[src/design/ieu_pkg.sv]
// Package for the instruction execute unit: sizes, codes and shared types.
`default_nettype none

package ieu_pkg;

   // Storage sizes
   localparam int NUM_REGS    = 32;
   localparam int DATA_DEPTH  = 1024;
   localparam int LABEL_DEPTH = 64;
   localparam int INST_DEPTH  = 1024;

   localparam int RF_AW  = $clog2(NUM_REGS);
   localparam int DM_AW  = $clog2(DATA_DEPTH);
   localparam int LT_AW  = $clog2(LABEL_DEPTH);
   localparam int PC_W   = $clog2(INST_DEPTH);
   localparam int DATA_W = 32;

   // Item field widths
   localparam int FUNC_W  = 4;
   localparam int REG_W   = 5;
   localparam int OPND_W  = 17;
   localparam int MADDR_W = 10;
   localparam int LIDX_W  = 6;
   localparam int PCOUT_W = 10;

   // Operand codes from this value up are immediates
   localparam logic [OPND_W-1:0] IMM_BASE = OPND_W'(NUM_REGS);

   // Function codes
   localparam logic [FUNC_W-1:0] FN_ADD       = 4'd0;
   localparam logic [FUNC_W-1:0] FN_SUB       = 4'd1;
   localparam logic [FUNC_W-1:0] FN_AND       = 4'd2;
   localparam logic [FUNC_W-1:0] FN_OR        = 4'd3;
   localparam logic [FUNC_W-1:0] FN_SLT       = 4'd4;
   localparam logic [FUNC_W-1:0] FN_LI        = 4'd5;
   localparam logic [FUNC_W-1:0] FN_MOVE      = 4'd6;
   localparam logic [FUNC_W-1:0] FN_LW        = 4'd7;
   localparam logic [FUNC_W-1:0] FN_SW        = 4'd8;
   localparam logic [FUNC_W-1:0] FN_J         = 4'd9;
   localparam logic [FUNC_W-1:0] FN_BEQ       = 4'd10;
   localparam logic [FUNC_W-1:0] FN_SYSCALL   = 4'd11;
   localparam logic [FUNC_W-1:0] FN_SET_LABEL = 4'd12;

   // Syscall codes held in v0, and the registers involved
   localparam logic [DATA_W-1:0] SYS_PRINT_INT = 32'd1;
   localparam logic [DATA_W-1:0] SYS_READ_INT  = 32'd5;
   localparam logic [DATA_W-1:0] SYS_EXIT      = 32'd10;
   localparam logic [RF_AW-1:0]  REG_V0        = RF_AW'(2);
   localparam logic [RF_AW-1:0]  REG_A0        = RF_AW'(4);

   // One decoded instruction
   typedef struct packed {
      logic [FUNC_W-1:0]  func;
      logic [REG_W-1:0]   dest_reg;
      logic [OPND_W-1:0]  operand_a;
      logic [OPND_W-1:0]  operand_b;
      logic [DATA_W-1:0]  value;
      logic [MADDR_W-1:0] mem_addr;
      logic [LIDX_W-1:0]  label_index;
   } item_type;

   typedef struct packed {
      logic              en;
      logic [RF_AW-1:0]  addr;
      logic [DATA_W-1:0] data;
   } rf_wr_type;

   typedef struct packed {
      logic              en;
      logic [DM_AW-1:0]  addr;
      logic [DATA_W-1:0] data;
   } dm_wr_type;

   typedef struct packed {
      logic             en;
      logic [LT_AW-1:0] addr;
      logic [PC_W-1:0]  data;
   } lt_wr_type;

   // Everything one executed item produces
   typedef struct packed {
      logic [PC_W-1:0]   pc;
      logic              halt;
      logic              print_valid;
      logic [DATA_W-1:0] print_value;
      rf_wr_type         rf_wr;
      dm_wr_type         dm_wr;
      lt_wr_type         lt_wr;
   } exec_type;

endpackage

`default_nettype wire

[src/design/ieu_exec.sv]
// Execute logic: ALU, branch resolution, syscall and the writes for one item.
`default_nettype none

module ieu_exec (
   input  wire ieu_pkg::item_type          item,
   input  wire logic [ieu_pkg::DATA_W-1:0] a_reg,
   input  wire logic [ieu_pkg::DATA_W-1:0] b_reg,
   input  wire logic [ieu_pkg::DATA_W-1:0] s_reg,
   input  wire logic [ieu_pkg::DATA_W-1:0] v0_reg,
   input  wire logic [ieu_pkg::DATA_W-1:0] a0_reg,
   input  wire logic [ieu_pkg::DATA_W-1:0] mem_q,
   input  wire logic [ieu_pkg::PC_W-1:0]   label_q,
   input  wire logic [ieu_pkg::PC_W-1:0]   pc,
   input  wire logic                       halt,
   output ieu_pkg::exec_type               res
);

   logic [ieu_pkg::OPND_W-1:0] imm_a, imm_b;
   logic [ieu_pkg::DATA_W-1:0] op_a, op_b, alu;
   logic [ieu_pkg::PC_W-1:0]   pc_inc;

   // Operand select: register below the immediate base, else code minus base
   assign imm_a = item.operand_a - ieu_pkg::IMM_BASE;
   assign imm_b = item.operand_b - ieu_pkg::IMM_BASE;
   assign op_a  = (item.operand_a < ieu_pkg::IMM_BASE) ? a_reg
                                                       : ieu_pkg::DATA_W'(imm_a);
   assign op_b  = (item.operand_b < ieu_pkg::IMM_BASE) ? b_reg
                                                       : ieu_pkg::DATA_W'(imm_b);
   assign pc_inc = pc + 1'b1;

   // ALU
   always_comb begin
      case (item.func)
         ieu_pkg::FN_ADD: alu = op_a + op_b;
         ieu_pkg::FN_SUB: alu = op_a - op_b;
         ieu_pkg::FN_AND: alu = op_a & op_b;
         ieu_pkg::FN_OR:  alu = op_a | op_b;
         default:         alu = ieu_pkg::DATA_W'($signed(op_a) < $signed(op_b));
      endcase
   end

   // Next state and side effects
   always_comb begin
      res             = '0;
      res.pc          = pc;
      res.halt        = halt;
      res.rf_wr.addr  = item.dest_reg[ieu_pkg::RF_AW-1:0];
      res.dm_wr.addr  = item.mem_addr[ieu_pkg::DM_AW-1:0];
      res.dm_wr.data  = s_reg;
      res.lt_wr.addr  = item.label_index[ieu_pkg::LT_AW-1:0];
      res.lt_wr.data  = item.value[ieu_pkg::PC_W-1:0];
      if (!halt) begin
         case (item.func)
            ieu_pkg::FN_ADD, ieu_pkg::FN_SUB, ieu_pkg::FN_AND,
            ieu_pkg::FN_OR, ieu_pkg::FN_SLT: begin
               res.rf_wr.en   = 1'b1;
               res.rf_wr.data = alu;
               res.pc         = pc_inc;
            end
            ieu_pkg::FN_LI: begin
               res.rf_wr.en   = 1'b1;
               res.rf_wr.data = item.value;
               res.pc         = pc_inc;
            end
            ieu_pkg::FN_MOVE: begin
               res.rf_wr.en   = 1'b1;
               res.rf_wr.data = a_reg;
               res.pc         = pc_inc;
            end
            ieu_pkg::FN_LW: begin
               res.rf_wr.en   = 1'b1;
               res.rf_wr.data = mem_q;
               res.pc         = pc_inc;
            end
            ieu_pkg::FN_SW: begin
               res.dm_wr.en = 1'b1;
               res.pc       = pc_inc;
            end
            ieu_pkg::FN_J: begin
               res.pc = label_q;
            end
            ieu_pkg::FN_BEQ: begin
               res.pc = (a_reg == b_reg) ? label_q : pc_inc;
            end
            ieu_pkg::FN_SYSCALL: begin
               if (v0_reg == ieu_pkg::SYS_PRINT_INT) begin
                  res.print_valid = 1'b1;
                  res.print_value = a0_reg;
                  res.pc          = pc_inc;
               end else if (v0_reg == ieu_pkg::SYS_READ_INT) begin
                  res.rf_wr.en   = 1'b1;
                  res.rf_wr.addr = ieu_pkg::REG_V0;
                  res.rf_wr.data = item.value;
                  res.pc         = pc_inc;
               end else if (v0_reg == ieu_pkg::SYS_EXIT) begin
                  res.halt = 1'b1;
               end else begin
                  res.pc = pc_inc;
               end
            end
            ieu_pkg::FN_SET_LABEL: begin
               res.lt_wr.en = 1'b1;
            end
            default: begin
               res.pc = pc;
            end
         endcase
      end
   end

endmodule

`default_nettype wire

[config.mk]
export PLATFORM = sky130hd
export DESIGN_NAME = ieu_exec
export DESIGN_NICKNAME = d
export VERILOG_FILES = /design/src/design/ieu_pkg.sv /design/src/design/ieu_exec.sv
export SDC_FILE = /design/constraint.sdc
export NUM_CORES = 1
export LEC_CHECK = 0
export BUFFER_PORTS_ARGS = -buffer_cell sky130_fd_sc_hd__buf_2
export CAP_MARGIN = 0
export CORE_AREA = 2 2 172 174
export DETAILED_ROUTE_END_ITERATION = 8
export DIE_AREA = 0 0 174 176
export GPL_TIMING_DRIVEN = 1
export PLACE_DENSITY = 0.55
export SETUP_SLACK_MARGIN = 0.1
export SYNTH_ARGS = -nofsm -noshare
export SYNTH_HDL_FRONTEND = slang
export SYNTH_SLANG_ARGS = --single-unit
[constraint.sdc]
create_clock -name vclk -period 10.1
set_input_delay 1.515 -clock vclk [all_inputs]
set_output_delay 1.515 -clock vclk [all_outputs]
set_load 0.05 [all_outputs]
After elaboration in Yosys (flattened, before gate mapping)
Cells that the tools add are included.

cells by class
  add/sub/neg operators = 5
  order comparisons = 3
  eq/ne operators = 16
  muxes and demuxes = 22
  bitwise logic cells = 2
  reduce and logical (&&, ||, !) cells = 4

operators by type and width
  cell                                                         number
  case mux 32 bit (5 select lines)                             1
  case mux 32 bit (4 select lines)                             1
  two-way mux 83 bit                                           1
  two-way mux 38 bit                                           2
  two-way mux 32 bit                                           2
  two-way mux 10 bit                                           4
  case mux 10 bit (4 select lines)                             1
  less-than comparator 17 x 6 -> 1 bit, second input constant  2
  two-way mux 34 bit                                           1
  subtractor 17 x 6 -> 17 bit, second input constant           2
  two-way mux 33 bit                                           1
  adder 32 bit                                                 1
  AND 32 bit                                                   1
  equality test 32 x 1 -> 1 bit, second input constant         1
  equality test 32 x 3 -> 1 bit, second input constant         1
  equality test 32 bit                                         1
  equality test 32 x 4 -> 1 bit, second input constant         1
  less-than comparator 32 bit                                  1
  OR 32 bit                                                    1
  subtractor 32 bit                                            1
  equality test 4 bit, second input constant                   5
  equality test 4 x 3 -> 1 bit, second input constant          4
  adder 10 x 1 -> 10 bit, second input constant                1
  OR reduction 9 bit                                           1
  other kinds (8)                                              14

storage, ports and cells
  register bits = 0
  input port bits = 304

Logic depth before layout (Yosys ltp)
  depth after elaboration = 6
  mapped depth = 23

Worst setup path after synthesis
OpenSTA, ideal clock, no wires.

  kind = input -> output
  start point = input port item[70] (netlist name)
  end point = output port res[85] (netlist name)
  arrival = 6.447 ns
  data required time = 8.585 ns
  slack = 2.138 ns
  stages = 22
  path buffers = 2
  path through = inv_1 -> ha_1 -> nand2_1 -> or3_1 -> or3_1 -> or2_4 -> nand2b_4 -> or2_1 -> buf_6 -> buf_6 -> mux2i_2 -> inv_2 -> ha_1 -> nor2_1 -> o211ai_1 -> a211oi_2 -> nor3_1 -> or3_1 -> a2111oi_0 -> nor3_1 -> nand3b_1 -> a31oi_1

RTL lines
  what         RTL line        text
  from (decl)  ieu_exec.sv:5   input wire ieu_pkg::item_type item,
  to (decl)    ieu_exec.sv:15  output ieu_pkg::exec_type res

==> reports/metrics.yaml <==
max_freq_mhz: 114
first_pass_iters: 6
cts_resized: 0
layout_common_cells: "buf_2, nand2_1, ha_1"
final_common_cell: "buf_2"
remaining_drc_errors: 0
required_ns: 8.59
vdd_drop_max_v: 0.0000191
cts_hold_buf: 0
start_util_pct: 28.6
yosysSeqAreaShare_pct: 0
p_sw_share_pct: 64.8
post-route-util_pct: 34.5
crit_slowest_cell: "o21ai_0"
pwr-share-seq_pct: 0
synth_top_area_share_pct: 17.0
seqCellArea_um2: 0
crit_buf_inv: 4
routedWlPerCell_um: 23.0
p_switching_mw: 0.272
syn-instance-count: 1245
avgViaCountPerCell: 5.60
ys_warn_count: 0
total_power_mw: 0.421
cpLargestDelayFamily: "compound AO/OA/AOI/OAI gates"
synth_top_cell_by_area: "ha_1"
hold_path_class: "in -> out"
p_int_mw: 0.148
leakage_nw: 4.93
slowest_delay_ns: 0.51
setup_tns_ns: 0
drt-initial-drc-count: 950
path_max_fanout: 11
hold_viol_final: 0
vias: 10477
max-slew-margin-rel_pct: 31.6
status: "finished, final reports clean"
postRouteAntennaNets: 0
syn_area_um2: 8180
grt_max_degree: 34
finalSetupViolCount: 0
period_share_pct: 87.1
portBuffers: 350
die-area_um2: 30600
min_period_ns: 8.80
antenna_found_initial: 1
criticalPathCategory: "in -> out"
grt_pass1_wl_mm: 62.7
grt-ovfl-total: 0
die_width_um: 174
drv_slew: 0
ios: 446
fin_ws_ns: 1.30
core_um2: 28500
synth.distinct_cells: 84
crit_path_end_kind: "output pin"
nClkBuffers: 0
area_delta_synth_final_pct: 20.4
die_h_um: 176
grt_pass1_vias: 10210
power.density_nw_per_um2: 42.7
rsz0062_at_grt: "false"
fin_nets: 1906
flops_and_latches: 0
hpwl_mm: 35.8
synth_nets: 1662
synth_area_leaders: "ha_1, a21oi_1, nand2_1"
avgSynthCellArea_um2: 6.57
post-place-ws_ns: 1.34
maxCapViolCount: 0
pwr-share-clk_pct: 0
rows: 62
path_cells: "buf_2 -> inv_1 -> ha_1 -> nand2_1 -> or3_1 -> or3_1 -> or2_4 -> nand2b_4 -> or2_1 -> mux2i_1 -> inv_1 -> ha_1 -> nand3_1 -> a211oi_1 -> o21ai_0 -> a32oi_1 -> a31oi_1 -> o21ai_0 -> mux2i_1 -> a311oi_1 -> a31oi_1 -> buf_2"
drive_gt1_share_pct: 27.6
crit_arrival_ns: 7.28
startpoint_type: "input port"
worst_pin_slew_ns: 1.02
grt_usage_pct: 26.4
postCtsSetupRepairBufs: 0
place.gp.congestion: 0.986
wl_mm: 43.0
combPwrFrac_pct: 100.0
==> final cells by class <==
| cell class | count | area [um2] |
|---|---|---|
| Tap cell | 384 | 480 |
| Antenna cell | 1 | 2.50 |
| Inverter | 99 | 372 |
| Fill cell | 3226 | 18700 |
| Timing Repair Buffer | 365 | 1860 |
| Multi-Input combinational cell | 1023 | 7120 |
==> kinds of logic after synthesis <==
kind of cell / share of synthesized area, %
fa+ha+maj: 17.5
simple gates: 25.3
buf+inv: 13.3
mux: 2.78
xor+xnor: 7.71
compound gates: 33.4
==> cell usage after synthesis (17+ instances only) <==
cell and n:
and2_1 52, nand2_1 123, a21oi_1 100, buf_4 58
o21ai_0 57, nand3_1 27, ha_1 111, nor4_1 24
a21o_1 21, nor2_1 95, clkbuf_1 46, o21a_1 17
xor2_1 42, inv_1 94, a22oi_1 18, nor3_1 28
a221oi_1 23, xnor2_1 30, o31ai_1 20
==> per-stage QoR <==
stage	instance area [um2]	hold WS [ns]	cells
floorplan	8180	3.20	1245
global placement	9840	3.03	1871
detailed placement	9840	3.03	1871
CTS	9840	3.03	1871
global route	9840	3.03	1871
finish	9840	3.03	1872
==> final timing paths <==
check  cells after the start      from  endpoint
min                        0   item[1]   res[11]
max                       22  item[70]   res[88]
==> per-layer routing <==
layer  GRT usage [%]  wire length (um)  vias to the layer above
li1                -                 -                     4921
met1            35.2             18800                     4937
met2            45.5             19800                      552
met3            2.93              3080                       65
met4            6.30              1310                        2
met5               0                13                        -
==> power by group through the flow <==
stage / clock network [mW] / registers [mW] / logic (mW)
CTS: 0 / 0 / 0.417
global route: 0 / 0 / 0.451
finish: 0.0000000106 / 0 / 0.421
detailed placement: 0 / 0 / 0.415
floorplan: 0 / 0 / 0.305
global placement: 0 / 0 / 0.415
Power figures use the tool's default switching activity.
