===== config.mk =====
export PLATFORM = sky130hd
export DESIGN_NAME = ieu_labels
export DESIGN_NICKNAME = d
export VERILOG_FILES = /design/src/design/ieu_pkg.sv /design/src/design/ieu_ram.sv /design/src/design/ieu_labels.sv
export SDC_FILE = /design/constraint.sdc
export NUM_CORES = 1
export LEC_CHECK = 0
export BUFFER_PORTS_ARGS = -buffer_cell sky130_fd_sc_hd__buf_2
export CAP_MARGIN = 20
export CORE_MARGIN = 4
export CORE_UTILIZATION = 45
export CTS_CLUSTER_DIAMETER = 80
export CTS_CLUSTER_SIZE = 8
export DETAILED_ROUTE_END_ITERATION = 16
export GPL_TIMING_DRIVEN = 0
export PLACE_DENSITY = 0.63
export SYNTH_ARGS = -nofsm -noshare
export SYNTH_HDL_FRONTEND = slang
export SYNTH_SLANG_ARGS = --single-unit

===== constraint.sdc =====
create_clock -name clock -period 3.84 [get_ports clock]
set_input_delay 0.576 -clock clock [delete_from_list [all_inputs] [get_ports clock]]
set_output_delay 0.576 -clock clock [all_outputs]
set_load 0.1 [all_outputs]

===== src/design/ieu_pkg.sv =====
// Package for the instruction execute unit: sizes, codes and shared types.
`default_nettype none

package ieu_pkg;

   // Storage sizes
   localparam int NUM_REGS    = 32;
   localparam int DATA_DEPTH  = 1024;
   localparam int LABEL_DEPTH = 64;
   localparam int INST_DEPTH  = 1024;

   localparam int RF_AW  = $clog2(NUM_REGS);
   localparam int DM_AW  = $clog2(DATA_DEPTH);
   localparam int LT_AW  = $clog2(LABEL_DEPTH);
   localparam int PC_W   = $clog2(INST_DEPTH);
   localparam int DATA_W = 32;

   // Item field widths
   localparam int FUNC_W  = 4;
   localparam int REG_W   = 5;
   localparam int OPND_W  = 17;
   localparam int MADDR_W = 10;
   localparam int LIDX_W  = 6;
   localparam int PCOUT_W = 10;

   // Operand codes from this value up are immediates
   localparam logic [OPND_W-1:0] IMM_BASE = OPND_W'(NUM_REGS);

   // Function codes
   localparam logic [FUNC_W-1:0] FN_ADD       = 4'd0;
   localparam logic [FUNC_W-1:0] FN_SUB       = 4'd1;
   localparam logic [FUNC_W-1:0] FN_AND       = 4'd2;
   localparam logic [FUNC_W-1:0] FN_OR        = 4'd3;
   localparam logic [FUNC_W-1:0] FN_SLT       = 4'd4;
   localparam logic [FUNC_W-1:0] FN_LI        = 4'd5;
   localparam logic [FUNC_W-1:0] FN_MOVE      = 4'd6;
   localparam logic [FUNC_W-1:0] FN_LW        = 4'd7;
   localparam logic [FUNC_W-1:0] FN_SW        = 4'd8;
   localparam logic [FUNC_W-1:0] FN_J         = 4'd9;
   localparam logic [FUNC_W-1:0] FN_BEQ       = 4'd10;
   localparam logic [FUNC_W-1:0] FN_SYSCALL   = 4'd11;
   localparam logic [FUNC_W-1:0] FN_SET_LABEL = 4'd12;

   // Syscall codes held in v0, and the registers involved
   localparam logic [DATA_W-1:0] SYS_PRINT_INT = 32'd1;
   localparam logic [DATA_W-1:0] SYS_READ_INT  = 32'd5;
   localparam logic [DATA_W-1:0] SYS_EXIT      = 32'd10;
   localparam logic [RF_AW-1:0]  REG_V0        = RF_AW'(2);
   localparam logic [RF_AW-1:0]  REG_A0        = RF_AW'(4);

   // One decoded instruction
   typedef struct packed {
      logic [FUNC_W-1:0]  func;
      logic [REG_W-1:0]   dest_reg;
      logic [OPND_W-1:0]  operand_a;
      logic [OPND_W-1:0]  operand_b;
      logic [DATA_W-1:0]  value;
      logic [MADDR_W-1:0] mem_addr;
      logic [LIDX_W-1:0]  label_index;
   } item_type;

   typedef struct packed {
      logic              en;
      logic [RF_AW-1:0]  addr;
      logic [DATA_W-1:0] data;
   } rf_wr_type;

   typedef struct packed {
      logic              en;
      logic [DM_AW-1:0]  addr;
      logic [DATA_W-1:0] data;
   } dm_wr_type;

   typedef struct packed {
      logic             en;
      logic [LT_AW-1:0] addr;
      logic [PC_W-1:0]  data;
   } lt_wr_type;

   // Everything one executed item produces
   typedef struct packed {
      logic [PC_W-1:0]   pc;
      logic              halt;
      logic              print_valid;
      logic [DATA_W-1:0] print_value;
      rf_wr_type         rf_wr;
      dm_wr_type         dm_wr;
      lt_wr_type         lt_wr;
   } exec_type;

endpackage

`default_nettype wire


===== src/design/ieu_ram.sv =====
// Generic single-write, single-read RAM with registered read data.
`default_nettype none

module ieu_ram #(
   parameter int WIDTH = 32,
   parameter int DEPTH = 32
) (
   input  wire logic                     clock,
   input  wire logic                     wr_en,
   input  wire logic [$clog2(DEPTH)-1:0] wr_addr,
   input  wire logic [WIDTH-1:0]         wr_data,
   input  wire logic                     rd_en,
   input  wire logic [$clog2(DEPTH)-1:0] rd_addr,
   output logic      [WIDTH-1:0]         rd_data
);

   logic [WIDTH-1:0] mem [DEPTH];
   logic [WIDTH-1:0] rd_data_ff;

   always_ff @(posedge clock) begin
      if (wr_en) begin
         mem[wr_addr] <= wr_data;
      end
      if (rd_en) begin
         rd_data_ff <= mem[rd_addr];
      end
   end

   assign rd_data = rd_data_ff;

endmodule

`default_nettype wire


===== src/design/ieu_labels.sv =====
// Label table: RAM with per-entry valid bits and write bypass.
`default_nettype none

module ieu_labels (
   input  wire logic                      clock,
   input  wire logic                      reset,
   input  wire logic                      rd_en,
   input  wire logic [ieu_pkg::LT_AW-1:0] rd_addr,
   input  wire ieu_pkg::lt_wr_type        wr,
   output logic [ieu_pkg::PC_W-1:0]       rd_data
);

   logic [ieu_pkg::LABEL_DEPTH-1:0] vld_ff, vld_in;
   logic [ieu_pkg::PC_W-1:0]        ram_q, byp_ff;
   logic                            hit_ff, vld_rd_ff;

   always_comb begin
      vld_in = vld_ff;
      if (wr.en) begin
         vld_in[wr.addr] = 1'b1;
      end
   end

   always_ff @(posedge clock) begin
      if (reset) begin
         vld_ff <= '0;
      end else begin
         vld_ff <= vld_in;
      end
   end

   ieu_ram #(
      .WIDTH(ieu_pkg::PC_W),
      .DEPTH(ieu_pkg::LABEL_DEPTH)
   ) u_ram (
      .clock  (clock),
      .wr_en  (wr.en),
      .wr_addr(wr.addr),
      .wr_data(wr.data),
      .rd_en  (rd_en),
      .rd_addr(rd_addr),
      .rd_data(ram_q)
   );

   always_ff @(posedge clock) begin
      if (rd_en) begin
         hit_ff    <= wr.en && (wr.addr == rd_addr);
         byp_ff    <= wr.data;
         vld_rd_ff <= vld_ff[rd_addr];
      end
   end

   assign rd_data = hit_ff ? byp_ff : (vld_rd_ff ? ram_q : '0);

endmodule

`default_nettype wire


# [After elaboration in Yosys (flattened, before gate mapping)]
# Memories as Yosys holds them, arrays and structs flattened. A register that Yosys moved wholly into a read port is not among the register bits.
# Cells that the tools add are included.
[classes] magnitude_cmp=3 eq_ne=1 muxes=8 bitwise=1 reduce_logical=2
[ops] operator="64-bit OR" count=1
[ops] operator="10-bit two-way mux" count=2
[ops] operator="6-bit by 7-bit less-than comparator with 1-bit output (second input constant)" count=2
[ops] operator="1-bit binary-select mux with 6-bit select" count=1
[ops] operator="1-bit demux with 6-bit select" count=1
[ops] operator="6-bit equality test" count=1
[ops] operator="6-bit by 1-bit >= comparator with 1-bit output (second input constant)" count=1
[ops] operator="1-bit two-way mux" count=4
[ops] operator="1-bit logical AND" count=2
[totals] ff_bits=76 ramBits=640 inputBits=26 output_inout_bits=10 mem_count=1
[mem_list] memory="u_ram.mem" depth=64 width=10 rd=1 rd_clocked_by_memory_dff=1 wr=1 line="ieu_ram.sv:17" source="logic [WIDTH-1:0] mem [DEPTH];"

# [Logic depth before layout (Yosys ltp)]
[logic_depth] word_depth=5 ltp_mapped=9 depth_no_buf=5

# [Cells and area by module]
# Synthesis repeated with hierarchy kept, for this count alone.
[hier_totals] hier_cells=1424 area_unflattened_um2=28292.1
[modules_own_cells] module="ieu_ram" n_inst=1 cells_per_inst=1118 area_each_um2=25201.7 seq_area_each_um2=19518.7
[modules_own_cells] module="ieu_labels" n_inst=1 cells_per_inst=306 area_each_um2=3090.5 seq_area_each_um2=1641.6

# [Worst setup path after synthesis]
# No wires, ideal clock.
[synth_timing] kind="flip-flop to output port" start="reg hit_ff" end="out rd_data[8] in the netlist's numbering" arrival_time_ns=2.727 required_ns=3.264 setup_slack_ns=0.537 path_stages_with_launch=3 n_path_buf=1 path_cell_list="edfxtp_1 > clkbuf_1 > o21ai_0"
[synth_via] elab_chain_cells=1
[synth_lines] element="start, declared" line="ieu_labels.sv:15" source="logic hit_ff, vld_rd_ff;"
[synth_lines] element="start signal, assigned" line="ieu_labels.sv:47" source="hit_ff <= wr.en && (wr.addr == rd_addr);"
[synth_lines] element="10-bit two-way mux" line="ieu_labels.sv:53" source="assign rd_data = hit_ff ? byp_ff : (vld_rd_ff ? ram_q : '0);"
[synth_lines] element="end, declared" line="ieu_labels.sv:10" source="output logic [ieu_pkg::PC_W-1:0] rd_data"
# No other way between the ends.

==> results_tabular.tex <==
\begin{tabular}{lr}
\hline
Metric & Value \\
\hline
\multicolumn{2}{l}{\textbf{Status}} \\
Result of the run & completed \\
\multicolumn{2}{l}{\textbf{Worst setup path}} \\
Cell with the largest stage delay on the worst path & sky130\_fd\_sc\_hd\_\_buf\_1 \\
Maximum single-stage delay on the critical path & 0.96 ns \\
Nature of the critical path endpoint & flop \\
Worst EP required & 4.30 ns \\
Crit start category & primary input \\
Critical path type & primary input to flop \\
Reg-to-reg setup timing slack & 1.59 ns \\
Most frequent cell on the critical path & sky130\_fd\_sc\_hd\_\_buf\_2 \\
Worst path cell trace & buf\_2 > buf\_2 > buf\_1 > mux4\_2 > nor2\_1 > a211oi\_1 > a21o\_1 \\
Critical-path maximum fanout & 10 \\
Buffers \& Inverters on Critical Path & 3 \\
Endpoint arrival time on the critical path & 3.60 ns \\
Crit-path leading delay family & buffers and inverters \\
\multicolumn{2}{l}{\textbf{Clock tree}} \\
Total number of H-tree levels & 3 \\
Clock latency of the later-clocked register in the worst-skew pair & 0.63 ns \\
Clock buffer count from CTS & 100 \\
Root buf cell & sky130\_fd\_sc\_hd\_\_clkbuf\_16 \\
Cells resized by post-CTS repair & 0 \\
CTS Buffer Depth & 3 \\
Clock tree from TritonCTS & done \\
Post-CTS setup-driven buffer insertion count & 0 \\
Clock transition at the registers of the reported paths & 0.05 ns \\
CTS hold repair buffers & 0 \\
Clock sink count & 726 \\
\multicolumn{2}{l}{\textbf{Synth}} \\
Most instantiated library cell after synthesis & sky130\_fd\_sc\_hd\_\_edfxtp\_1 \\
Sequential fraction of the synthesis area & 0.751 \\
Synth top area cells & sky130\_fd\_sc\_hd\_\_edfxtp\_1 71\%, sky130\_fd\_sc\_hd\_\_mux4\_2 13\%, sky130\_fd\_sc\_hd\_\_dfxtp\_1 4.5\%, sky130\_fd\_sc\_hd\_\_nor2\_1 2.7\%, sky130\_fd\_sc\_hd\_\_mux2i\_1 1.8\% \\
Syn\_nets & 1449 \\
Mean instance size in the synthesized netlist & 19.8 um\^{}2 \\
Warning count from the yosys run & 0 \\
Yosys top cell area share & 0.705 \\
Number of standard cells after synthesis & 1423 \\
Post-synthesis instance area & 0.0282 mm\^{}2 \\
Cell types with the highest counts after synthesis & 662 x sky130\_fd\_sc\_hd\_\_edfxtp\_1, 206 x sky130\_fd\_sc\_hd\_\_nor2\_1, 159 x sky130\_fd\_sc\_hd\_\_mux4\_2 \\
Top flip-flop cell by instance count after synthesis & sky130\_fd\_sc\_hd\_\_edfxtp\_1 \\
Proportion of synthesized flip-flops having asynchronous set or reset & 0 \\
EDFF count, synth & 662 \\
Cell type contributing the most total cell area after synthesis & sky130\_fd\_sc\_hd\_\_edfxtp\_1 \\
Post-synthesis register bit count & 726 \\
Synth cell types & 45 \\
\multicolumn{2}{l}{\textbf{STA}} \\
Highest clock rate & 319 MHz \\
Slew @ Worst Pin & 1.23 ns \\
Count of endpoints failing setup in the final report & 0 \\
Post-route worst setup slack & 0.703 ns \\
Worst clock skew on the final layout & 0.0161 ns \\
RSZ-0062 raised after global routing & no \\
Final hold violation count & 0 \\
Hold Worst Slack & 0.430 ns \\
Final clock period utilization by the worst path & 0.817 \\
Sum Neg Setup Slack & 0 ns \\
Relative slew margins & 0.177 \\
Min Clock Period, post-route & 3.14 ns \\
Max Transition Viols Final & 0 \\
\multicolumn{2}{l}{\textbf{Routing}} \\
DRC violation total after the first TritonRoute iteration & 1738 \\
Via density per instance & 5.91 \\
Total vias in the final route & 14862 \\
DRC violation count after routing & 0 \\
Post-detailed-route count of antenna-violating nets & 0 \\
Count of TritonRoute iterations in the first routing pass & 6 \\
Total detailed-routing wirelength & 73500 um \\
Final routed wire length divided by cell count & 29.2 um \\
\multicolumn{2}{l}{\textbf{Placed design}} \\
Port-buffer cells & 28 \\
Cell area after placement & 0.0299 mm\^{}2 \\
Placer Congestion & 0.924 \\
Post-detail-place hpwl & 49600 um \\
Pre-CTS setup slack & 0.283 ns \\
Dpl cells & 2331 \\
\multicolumn{2}{l}{\textbf{GRT}} \\
Antenna violations before repair & 0 \\
GR Util All Layers & 0.222 \\
First-pass GRT wire length & 106000 um \\
Via count of the first global-routing pass & 15073 \\
Leftover overflow at the end of global routing & 0 \\
Pin count of the biggest net entering global routing & 66 \\
\multicolumn{2}{l}{\textbf{Floorplanning}} \\
Die outline area & 0.0667 mm\^{}2 \\
X dimension of the die & 258 um \\
Total I/O pin count & 36 \\
Row cnt & 91 \\
Die outline height & 258 um \\
Initial standard-cell utilization of the core & 0.456 \\
Core area & 0.0618 mm\^{}2 \\
\multicolumn{2}{l}{\textbf{Pwr}} \\
Clock network power share & 0.453 \\
Power per standard cell area & 541 mW/mm\^{}2 \\
Proportion of power drawn by combinational gates & 0.057 \\
Leak Pwr & 10.8 nW \\
Power consumption & 17.8 mW \\
Flop pwr share & 0.491 \\
Proportion of total power due to net switching & 0.211 \\
Total net switching power & 3.76 mW \\
VDD IR max & 474 uV \\
Design internal power & 14.0 mW \\
\multicolumn{2}{l}{\textbf{Final layout}} \\
Syn-to-layout area delta & 16.7\% \\
Core Util, Final & 0.532 \\
Fraction of final layout cells sized beyond drive strength 1 & 0.256 \\
Final instance area & 0.0329 mm\^{}2 \\
Total number of nets in the final design & 1637 \\
Post-route non-filler standard cell count & 2513 \\
\multicolumn{2}{l}{\textbf{Hold path}} \\
Worst hold path class & primary input to flop \\
\multicolumn{2}{l}{\textbf{Flow run}} \\
Maximum capacitance violations & 0 \\
\hline
\end{tabular}
-- placed cells by master (no fill, tap or decap), types with 3 or more instances in the layout --
cell type                   netlist  layout
sky130_fd_sc_hd__edfxtp_1       662     662
sky130_fd_sc_hd__nor2_1         206     206
sky130_fd_sc_hd__mux4_2         159     159
sky130_fd_sc_hd__clkbuf_16        0     105
sky130_fd_sc_hd__clkbuf_1        24      83
sky130_fd_sc_hd__dfxtp_1         64      64
sky130_fd_sc_hd__mux2i_1         51      51
sky130_fd_sc_hd__buf_4           20      49
sky130_fd_sc_hd__buf_2           16      44
sky130_fd_sc_hd__nand2_1         31      31
sky130_fd_sc_hd__buf_6           11      30
sky130_fd_sc_hd__mux2_2          19      19
sky130_fd_sc_hd__o22ai_1         15      15
sky130_fd_sc_hd__mux4_1          13      13
sky130_fd_sc_hd__a22o_1          13      13
sky130_fd_sc_hd__buf_12           2      12
sky130_fd_sc_hd__a21oi_1         12      12
sky130_fd_sc_hd__a211oi_1        11      11
sky130_fd_sc_hd__o221ai_1        10      10
sky130_fd_sc_hd__nor2b_1          8       8
sky130_fd_sc_hd__a21o_1           6       6
sky130_fd_sc_hd__nand3_1          6       6
sky130_fd_sc_hd__and2_1           5       5
sky130_fd_sc_hd__nand2b_1         5       5
sky130_fd_sc_hd__o31ai_1          5       5
sky130_fd_sc_hd__nor4_1           5       5
sky130_fd_sc_hd__buf_1            4       4
sky130_fd_sc_hd__nor3_2           0       4
sky130_fd_sc_hd__or3_1            3       3
sky130_fd_sc_hd__o211ai_1         3       3
sky130_fd_sc_hd__a22oi_1          3       3
sky130_fd_sc_hd__a31o_2           3       3
sky130_fd_sc_hd__o21ai_0          3       3
sky130_fd_sc_hd__xor2_1           3       3
sky130_fd_sc_hd__xnor2_1          3       3
-- kinds of logic after synthesis --
group                  count (synthesis)  share of synthesized area
AO/OA/AOI/OAI                         88                     0.0228
XOR/XNOR                               6                    0.00186
buffers and inverters                 79                     0.0183
flip-flops                           726                      0.751
multiplexers                         242                      0.165
AND/OR/NAND/NOR                      282                     0.0416
-- worst reg2reg max path: stages (launching register included) --
cell and delay [ns]:
sky130_fd_sc_hd__edfxtp_1 0.35, sky130_fd_sc_hd__mux4_1 0.55, sky130_fd_sc_hd__mux4_2 0.53, sky130_fd_sc_hd__nor2_1 0.13
sky130_fd_sc_hd__a211oi_1 0.14, sky130_fd_sc_hd__a21o_1 0.29
-- cell type report --
cell class / instances / area, um^2
fill: 4849 / 28900
clock buffer: 165 / 2860
antenna: 2 / 5.00
tap: 837 / 1050
multi-input combinational: 618 / 6530
buffer: 79 / 517
timing repair buffer: 86 / 772
sequential: 726 / 21200
-- path summary, 6_finish.rpt --
kind                            depth (start not counted)        startpoint               end
worst max-delay path                                    7        rd_addr[2]  u_ram.rd_data[2]
worst max register to register                          5  u_ram.mem[49][2]  u_ram.rd_data[2]
worst min register to register                          2        vld_ff[30]        vld_ff[30]
worst min-delay path                                    2             reset        vld_ff[63]
-- routing by layer --
layer	vias to the layer above	global-route usage	routed length (um)
met5	-	0	0
met4	0	0.0870	3040
met3	167	0.0464	6260
met2	758	0.349	34800
met1	7790	0.309	29300
li1	6147	-	-
-- power by group through the flow --
stage          Combinational, mW  Sequential [mW]  Clock [mW]
2_1_floorplan              0.566             8.87           0
3_3_place_gp               0.961             8.88           0
3_5_place_dp               0.998             8.88           0
4_1_cts                     1.00             8.73        8.16
5_1_grt                     1.05             8.72        8.55
6_report                    1.01             8.73        8.05
-- registers in the layout, summed over array words and instances (netlist names) --
register and cells:
hit_ff 1, byp_ff 10, vld_rd_ff 1, u_ram.mem 640, vld_ff 64, u_ram.rd_data 10
Power figures use the tool's default switching activity.
